===== config.mk =====
export PLATFORM = sky130hd
export DESIGN_NAME = scheduled_gate_linear_fade_unit
export DESIGN_NICKNAME = d
export VERILOG_FILES = /design/src/rtl/sglf_pkg.sv /design/src/rtl/sglf_ctrl.sv /design/src/rtl/sglf_lane.sv /design/src/rtl/scheduled_gate_linear_fade_unit.sv
export SDC_FILE = /design/constraint.sdc
export NUM_CORES = 2
export LEC_CHECK = 0
export BUFFER_PORTS_ARGS = -buffer_cell sky130_fd_sc_hd__buf_4
export CORE_MARGIN = 10
export CORE_UTILIZATION = 55
export CTS_CLUSTER_SIZE = 24
export DETAILED_ROUTE_END_ITERATION = 12
export PLACE_DENSITY = 0.82
export SLEW_MARGIN = 20
export SYNTH_ARGS = -nofsm -noshare
export SYNTH_HDL_FRONTEND = slang
export SYNTH_SLANG_ARGS = --single-unit

===== constraint.sdc =====
create_clock -name i_clk -period 12.8 [get_ports i_clk]
set_clock_uncertainty 0.05 [all_clocks]
set_input_delay 2.56 -clock i_clk [delete_from_list [all_inputs] [get_ports i_clk]]
set_output_delay 2.56 -clock i_clk [all_outputs]
set_load 0.05 [all_outputs]

===== src/rtl/sglf_pkg.sv =====
// Shared package for the scheduled linear-fade gate.
// Holds command and register codes, fixed field widths and the lane control word.
// No dependencies.
package sglf_pkg;

    localparam int POS_W       = 47;  // frame position width
    localparam int OPEN_W      = 48;  // signed open time width
    localparam int CMD_W       = 2;
    localparam int FAST_FACTOR = 5;
    localparam int RAMP_RESET  = 66;
    localparam int TAKE_RESET  = 2;
    localparam int TAKE_W      = 2;

    typedef enum logic [CMD_W-1:0] {
        CMD_FRAME = 2'd0,
        CMD_OPEN  = 2'd1,
        CMD_SHUT  = 2'd2
    } t_cmd;

    typedef enum logic {
        REG_RAMP_STEP  = 1'b0,
        REG_TAKE_WIDTH = 1'b1
    } t_reg_idx;

    // per-frame control handed from the gain stage to the lanes and merge
    typedef struct packed {
        logic left_en;
        logic right_en;
        logic passing;
    } t_lane_ctrl;

endpackage


===== src/rtl/sglf_ctrl.sv =====
// Gate state and gain ramp: command decode, position tracking, one gain step per frame.
// Also holds the configuration registers. Depends on sglf_pkg.
module sglf_ctrl #(
    parameter int GAIN_FRAC_BITS = 16
) (
    input  logic                          i_clk,
    input  logic                          i_rst_n,
    input  logic                          i_cfg_we,
    input  sglf_pkg::t_reg_idx            i_cfg_idx,
    input  logic [GAIN_FRAC_BITS:0]       i_cfg_data,
    input  logic                          i_accept,
    input  sglf_pkg::t_cmd                i_command,
    input  logic [sglf_pkg::POS_W-1:0]    i_position,
    input  logic [sglf_pkg::OPEN_W-1:0]   i_open_time,
    input  logic                          i_fast_shut,
    input  logic                          i_left_present,
    input  logic                          i_right_present,
    output logic                          o_frame,
    output logic [GAIN_FRAC_BITS:0]       o_gain,
    output sglf_pkg::t_lane_ctrl          o_ctrl
);

    localparam int GB     = GAIN_FRAC_BITS + 1;
    localparam int STEP_W = GB + 3;
    localparam int SUM_W  = STEP_W + 1;
    localparam logic [GB-1:0]    GAIN_ONE  = {1'b1, {GAIN_FRAC_BITS{1'b0}}};
    localparam logic [SUM_W-1:0] ONE_WIDE  = {{(SUM_W-GB){1'b0}}, GAIN_ONE};

    logic [GB-1:0]                  r_ramp_step;
    logic [sglf_pkg::TAKE_W-1:0]    r_take_width;
    logic [GB-1:0]                  r_gain, n_gain;
    logic                           r_open_wanted;
    logic [sglf_pkg::OPEN_W-1:0]    r_open_pos;
    logic                           r_shut_fast;
    logic [sglf_pkg::POS_W-1:0]     r_expected;
    logic                           r_pos_known;

    logic                           is_frame;
    logic [GB-1:0]                  gain_base;
    logic [STEP_W-1:0]              step;
    logic [SUM_W-1:0]               sum;
    logic                           going_up;

    always_ff @(posedge i_clk) begin
        if (!i_rst_n) begin
            r_ramp_step  <= GB'(sglf_pkg::RAMP_RESET);
            r_take_width <= sglf_pkg::TAKE_W'(sglf_pkg::TAKE_RESET);
        end else if (i_cfg_we) begin
            unique case (i_cfg_idx)
                sglf_pkg::REG_RAMP_STEP:  r_ramp_step  <= i_cfg_data;
                sglf_pkg::REG_TAKE_WIDTH: r_take_width <= i_cfg_data[sglf_pkg::TAKE_W-1:0];
                default: ;
            endcase
        end
    end

    assign is_frame  = i_accept && (i_command == sglf_pkg::CMD_FRAME);
    assign gain_base = (r_pos_known && (i_position != r_expected)) ? '0 : r_gain;

    // fast shut: step times five, as x4 + x1
    always_comb begin
        if (!r_open_wanted && r_shut_fast)
            step = {1'b0, r_ramp_step, 2'b00} + {3'b000, r_ramp_step};
        else
            step = {3'b000, r_ramp_step};
    end

    assign going_up = r_open_wanted &&
                      ($signed({1'b0, i_position}) >= $signed(r_open_pos));
    assign sum      = {{(SUM_W-GB){1'b0}}, gain_base} + {1'b0, step};

    always_comb begin
        if (going_up)
            n_gain = (sum >= ONE_WIDE) ? GAIN_ONE : sum[GB-1:0];
        else if ({3'b000, gain_base} <= step)
            n_gain = '0;
        else
            n_gain = gain_base - step[GB-1:0];
    end

    always_ff @(posedge i_clk) begin
        if (!i_rst_n) begin
            r_gain        <= '0;
            r_open_wanted <= 1'b0;
            r_open_pos    <= '0;
            r_shut_fast   <= 1'b0;
            r_expected    <= '0;
            r_pos_known   <= 1'b0;
        end else if (i_accept) begin
            unique case (i_command)
                sglf_pkg::CMD_OPEN: begin
                    r_open_pos    <= i_open_time;
                    r_shut_fast   <= 1'b0;
                    r_open_wanted <= 1'b1;
                end
                sglf_pkg::CMD_SHUT: begin
                    r_shut_fast   <= i_fast_shut;
                    r_open_wanted <= 1'b0;
                end
                sglf_pkg::CMD_FRAME: begin
                    r_gain      <= n_gain;
                    r_expected  <= i_position + 1'b1;
                    r_pos_known <= 1'b1;
                end
                default: ;
            endcase
        end
    end

    assign o_frame          = is_frame;
    assign o_gain           = n_gain;
    assign o_ctrl.left_en   = i_left_present;
    assign o_ctrl.right_en  = i_right_present && r_take_width[1];
    assign o_ctrl.passing   = r_open_wanted || (n_gain != '0);

endmodule


===== src/rtl/sglf_lane.sv =====
// One channel lane: sample times gain, floor shift, zero when the source is absent.
// Result is registered. Depends on nothing.
module sglf_lane #(
    parameter int SAMPLE_BITS    = 24,
    parameter int GAIN_FRAC_BITS = 16
) (
    input  logic                          i_clk,
    input  logic                          i_load,
    input  logic signed [SAMPLE_BITS-1:0] i_sample,
    input  logic                          i_enable,
    input  logic [GAIN_FRAC_BITS:0]       i_gain,
    output logic signed [SAMPLE_BITS-1:0] o_out
);

    localparam int PROD_W = SAMPLE_BITS + GAIN_FRAC_BITS + 2;

    logic signed [PROD_W-1:0]      prod;
    logic signed [PROD_W-1:0]      shifted;
    logic signed [SAMPLE_BITS-1:0] r_out;

    assign prod    = $signed(i_sample) * $signed({1'b0, i_gain});
    assign shifted = prod >>> GAIN_FRAC_BITS;  // arithmetic shift gives the floor

    always_ff @(posedge i_clk) begin
        if (i_load) begin
            r_out <= i_enable ? shifted[SAMPLE_BITS-1:0] : '0;
        end
    end

    assign o_out = r_out;

endmodule


===== src/rtl/scheduled_gate_linear_fade_unit.sv =====
// Scheduled linear-fade gate, top level: stream ports, gain stage, two lanes, merge.
// Pipeline: a sample frame passes the stage 1 register, then the lane and merge registers.
// Throughput: one word per cycle unless i_m_tready stalls the output; gain update is
// a loop through a single register, r_gain, in sglf_ctrl. Open and shut commands give no result.
// Reset (i_rst_n, synchronous, low) clears gate state, empties the pipe, sets
// ramp_step to 66 and take_width to 2.
module scheduled_gate_linear_fade_unit #(
    parameter int SAMPLE_BITS    = 24,
    parameter int GAIN_FRAC_BITS = 16
) (
    input  logic                      i_clk,
    input  logic                      i_rst_n,
    input  logic                      i_cfg_we,
    input  logic                      i_cfg_idx,
    input  logic [GAIN_FRAC_BITS:0]   i_cfg_data,
    input  logic                      i_s_tvalid,
    output logic                      o_s_tready,
    // position, left_sample, right_sample, left_present, right_present,
    // open_time, fast_shut, zero pad
    input  logic [((sglf_pkg::POS_W + 2 * SAMPLE_BITS + 2 + sglf_pkg::OPEN_W + 1 + 7)
                   / 8) * 8 - 1:0] i_s_tdata,
    // command
    input  logic [sglf_pkg::CMD_W-1:0] i_s_tuser,
    output logic                      o_m_tvalid,
    input  logic                      i_m_tready,
    // left_out, right_out, gain_level, passing, zero pad
    output logic [((2 * SAMPLE_BITS + GAIN_FRAC_BITS + 2 + 7) / 8) * 8 - 1:0] o_m_tdata
);

    localparam int GB       = GAIN_FRAC_BITS + 1;
    localparam int IN_BITS  = sglf_pkg::POS_W + 2 * SAMPLE_BITS + 2 + sglf_pkg::OPEN_W + 1;
    localparam int IN_TDATA_W  = ((IN_BITS + 7) / 8) * 8;
    localparam int OUT_BITS = 2 * SAMPLE_BITS + GB + 1;
    localparam int OUT_TDATA_W = ((OUT_BITS + 7) / 8) * 8;

    localparam int L_LO  = sglf_pkg::POS_W;
    localparam int R_LO  = L_LO + SAMPLE_BITS;
    localparam int LP_B  = R_LO + SAMPLE_BITS;
    localparam int RP_B  = LP_B + 1;
    localparam int OT_LO = RP_B + 1;
    localparam int FS_B  = OT_LO + sglf_pkg::OPEN_W;

    logic                          accept;
    logic                          frame;
    logic [GB-1:0]                 gain_next;
    sglf_pkg::t_lane_ctrl          ctrl_next;

    logic                          r_v1, r_v2;
    logic [GB-1:0]                 r_gain1, r_gain2;
    sglf_pkg::t_lane_ctrl          r_ctrl1;
    logic                          r_pass2;
    logic signed [SAMPLE_BITS-1:0] r_left1, r_right1;
    logic signed [SAMPLE_BITS-1:0] left_out, right_out;
    logic                          adv2;
    logic                          load2;

    assign adv2       = !r_v2 || i_m_tready;
    assign load2      = r_v1 && adv2;
    assign o_s_tready = !r_v1 || adv2;
    assign accept     = i_s_tvalid && o_s_tready;

    sglf_ctrl #(
        .GAIN_FRAC_BITS (GAIN_FRAC_BITS)
    ) u_ctrl (
        .i_clk           (i_clk),
        .i_rst_n         (i_rst_n),
        .i_cfg_we        (i_cfg_we),
        .i_cfg_idx       (sglf_pkg::t_reg_idx'(i_cfg_idx)),
        .i_cfg_data      (i_cfg_data),
        .i_accept        (accept),
        .i_command       (sglf_pkg::t_cmd'(i_s_tuser)),
        .i_position      (i_s_tdata[sglf_pkg::POS_W-1:0]),
        .i_open_time     (i_s_tdata[FS_B-1:OT_LO]),
        .i_fast_shut     (i_s_tdata[FS_B]),
        .i_left_present  (i_s_tdata[LP_B]),
        .i_right_present (i_s_tdata[RP_B]),
        .o_frame         (frame),
        .o_gain          (gain_next),
        .o_ctrl          (ctrl_next)
    );

    // valid flags
    always_ff @(posedge i_clk) begin
        if (!i_rst_n) begin
            r_v1 <= 1'b0;
            r_v2 <= 1'b0;
        end else begin
            if (frame)
                r_v1 <= 1'b1;
            else if (adv2)
                r_v1 <= 1'b0;
            if (adv2)
                r_v2 <= r_v1;
        end
    end

    // stage 1 word: gain, lane control and samples
    always_ff @(posedge i_clk) begin
        if (frame) begin
            r_gain1  <= gain_next;
            r_ctrl1  <= ctrl_next;
            r_left1  <= i_s_tdata[R_LO-1:L_LO];
            r_right1 <= i_s_tdata[LP_B-1:R_LO];
        end
    end

    sglf_lane #(
        .SAMPLE_BITS    (SAMPLE_BITS),
        .GAIN_FRAC_BITS (GAIN_FRAC_BITS)
    ) u_lane_left (
        .i_clk    (i_clk),
        .i_load   (load2),
        .i_sample (r_left1),
        .i_enable (r_ctrl1.left_en),
        .i_gain   (r_gain1),
        .o_out    (left_out)
    );

    sglf_lane #(
        .SAMPLE_BITS    (SAMPLE_BITS),
        .GAIN_FRAC_BITS (GAIN_FRAC_BITS)
    ) u_lane_right (
        .i_clk    (i_clk),
        .i_load   (load2),
        .i_sample (r_right1),
        .i_enable (r_ctrl1.right_en),
        .i_gain   (r_gain1),
        .o_out    (right_out)
    );

    // merge: gain and status ride alongside the lane results
    always_ff @(posedge i_clk) begin
        if (load2) begin
            r_gain2 <= r_gain1;
            r_pass2 <= r_ctrl1.passing;
        end
    end

    assign o_m_tvalid = r_v2;
    assign o_m_tdata  = {{(OUT_TDATA_W-OUT_BITS){1'b0}}, r_pass2, r_gain2, right_out, left_out};

endmodule

==> flow_summary.json <==
{
  "status": "finished clean",
  "syn_inst": 4546,
  "slew_headroom_pct": 30.1,
  "cts_inserted_buffers": 36,
  "grt_first_pass_wirelength_mm": 170,
  "portBuffers": 238,
  "dieArea_sq_mm": 0.0877,
  "fin_crit_sh_pct": 62.2,
  "tightest_slew_ps": 1050,
  "slew_violations": 0,
  "clk_path_buf_depth": 3,
  "drive_gt1_share_pct": 7.91,
  "fmax_ghz": 0.126,
  "synth.yosys.seq_area_share_pct": 16.0,
  "crit_buf_inv": 4,
  "grt_max_degree": 114,
  "io_pins": 251,
  "peakVddDrop_uv": 342,
  "switchingPower_mw": 5.08,
  "dr_total_vias": 31100,
  "p_leak_nw": 22.3,
  "cap_violations": 0,
  "comb_power_share_pct": 77.9,
  "start_util_pct": 55.3,
  "first_iter_violations": 1773,
  "cp_max_fo": 32,
  "hold_slack_ps": 391,
  "drc": 0,
  "ys_warn_count": 0,
  "grt_use_total_pct": 24.3,
  "viasPerCell": 5.50,
  "ant_nets": 0,
  "synth.distinct_cells": 90,
  "p_per_area_mw_per_mm2": 232,
  "nets": 5894,
  "p_seq_share_pct": 12.2,
  "tritoncts": "yes",
  "synth_flop_cell": "dfxtp_1",
  "swShare_pct": 48.0,
  "cts_hold_buf": 0,
  "fp.dieW_um": 296,
  "path_clk_slew_ps": 70,
  "cp_common_cell": "fa_1",
  "ctsRootBufferMaster": "clkbuf_16",
  "rsz0062_at_grt": "false",
  "core-area_sq_mm": 0.0758,
  "layout_common_cells": "947 x inv_1, 803 x nand2_1, 777 x fa_1, 358 x and2_1, 288 x ha_1",
  "crit_required_ps": 13080,
  "synth_seq_cells": 269,
  "layout_commonest_cell": "inv_1",
  "path_cells": "buf_4, nand2_1, fa_1, inv_1, fa_1, inv_1, fa_1, fa_1, inv_1, fa_1, fa_1, ha_1, a2111oi_0, nor2b_1, a22oi_1, o21ai_1, a31oi_1, o31ai_2, a221oi_4, o211ai_1, o41ai_2, xnor2_1, and2_1",
  "hold_viol_final": 0,
  "crit_type": "flip-flop to flip-flop",
  "p_int_mw": 5.51,
  "pwr-share-clk_pct": 9.9,
  "finalSetupTns_ps": 0,
  "period_minus_slack_ps": 7960,
  "area_growth_pct": 8.77,
  "post_drt_wl_per_cell_um": 18.3,
  "hp-class": "flip-flop to flip-flop",
  "grt_pass1_vias": 33500,
  "die-height_um": 296,
  "final_core_util_pct": 60.2,
  "antenna_found_initial": 1,
  "cts-htree-levels": 2,
  "arrival_ps": 8250,
  "synth-edff-count": 134,
  "wl_mm": 103,
  "firstDrtPassIters": 5,
  "gp_congestion": 0.925,
  "critPathMaxStageDelay_ps": 850,
  "post-cts-setup-buffers": 0,
  "clk_latency_ps": 580,
  "avgSynthCellArea_sq_um": 9.23,
  "cts.sinks": 269,
  "cts_resized": 0,
  "grt.overflow.total": 0,
  "rows": 101,
  "crit_family": "adder cells",
  "setup_viol": 0,
  "endpoint_kind": "flip-flop",
  "slowest_stage": "edfxtp_1",
  "hpwl_mm": 77.9,
  "ys_async_sr_fraction_pct": 0,
  "start_kind": "flip-flop",
  "synthesis.area_sq_mm": 0.0420
}
## power by group through the flow
| stage | clock [mW] | combinational [mW] | sequential, mW |
|---|---|---|---|
| 5_1_grt | 1.11 | 9.46 | 1.30 |
| 3_3_place_gp | 0 | 7.92 | 1.31 |
| 3_5_place_dp | 0 | 8.28 | 1.31 |
| 6_report | 1.05 | 8.24 | 1.29 |
| 4_1_cts | 1.07 | 8.34 | 1.29 |
| 2_1_floorplan | 0 | 6.33 | 1.43 |
## through the flow
step	instances	setup WS (ps)	total power [mW]	area (sq um)
after floorplan	4551	5900	7.76	42000
after global placement	5591	5020	9.23	44400
after detailed placement	5591	4840	9.59	44400
after CTS	5656	4840	10.7	45600
after global routing	5657	4360	11.9	45600
final	5659	4840	10.6	45600
## Yosys cell counts (8+ instances only)
master    count  area share (%)
edfxtp_1    134             9.6
nor2b_1      19            0.28
xnor2_1      66             1.4
nand4_1      26            0.39
o21a_1       19            0.34
a21boi_0     69             1.2
ha_1        288             8.6
a21boi_1      8            0.14
buf_4         8            0.14
inv_1       947             8.5
a21oi_1      76            0.91
nor4_1       20            0.30
xor2_1       94             2.0
nor2_1       58            0.52
or3_1        11            0.16
a211oi_1     14            0.25
nand2_1     803             7.2
nand3_1      49            0.58
and2_1      358             5.3
a221oi_1     11            0.23
a21o_1       45            0.81
a31oi_1       8            0.12
dfxtp_1     135             6.4
o21bai_1     13            0.23
and4_1        8            0.17
nand2b_1     15            0.22
and3_1       20            0.30
o21ai_0      45            0.54
o211a_1      47             1.1
fa_1        777              37
nor3_1       33            0.39
clkbuf_1    179             1.6
o211ai_1      9            0.16
o31ai_1       8            0.14
## registers in the layout, indices dropped and copies added, names as in the netlist, 3 cells and up
signal	flops
u_ctrl.r_expected	47
r_left1	24
u_lane_left.o_out	24
u_ctrl.r_open_pos	48
r_gain2	17
r_ctrl1	3
u_lane_right.o_out	24
u_ctrl.r_ramp_step	17
r_right1	24
r_gain1	17
u_ctrl.r_gain	17
## worst paths after layout
check | depth (start not counted) | start | slack [ps] | end
max | 23 | r_gain1[3]$_DFFE_PP_ | 4840 | u_lane_right.o_out[23]$_SDFFCE_PN0P_
min | 0 | r_gain1[4]$_DFFE_PP_ | 390 | r_gain2[4]$_DFFE_PP_
max reg2reg | 23 | r_gain1[3]$_DFFE_PP_ | 4840 | u_lane_right.o_out[23]$_SDFFCE_PN0P_
min reg2reg | 0 | r_gain1[4]$_DFFE_PP_ | 390 | r_gain2[4]$_DFFE_PP_
## area by class of cell
| type | instances | area, sq um |
|---|---|---|
| clock buffer | 45 | 955 |
| sequential | 269 | 6730 |
| antenna | 2 | 5.00 |
| clock inverter | 20 | 274 |
| tap | 978 | 1220 |
| multi-input combinational | 3130 | 30900 |
| inverter | 948 | 3560 |
| timing repair buffer | 267 | 2020 |
| fill | 6237 | 30200 |
## cells by family (layout without fill, tap and decap cells)
kind of cell,Yosys count,in the layout,synth area share [%]
AND/OR/NAND/NOR,1447,1447,16.4
buffers and inverters,1152,1280,10.5
adder cells (fa/ha/maj),1065,1065,45.7
AO/OA/AOI/OAI,448,448,7.97
flip-flops,269,269,16.0
XOR/XNOR,160,160,3.34
multiplexers,4,4,0.0984
other,1,8,0.00894
## layer usage
layer / vias up / GRT usage [%] / share of wire, %
met2: 1186 / 43.1 / 51
met3: 246 / 4.48 / 7.9
li1: 14100 / - / -
met4: 2 / 8.23 / 3.5
met5: - / 0 / 0.0068
met1: 15600 / 29.2 / 37
No activity file was read; power rests on OpenSTA's default activity.
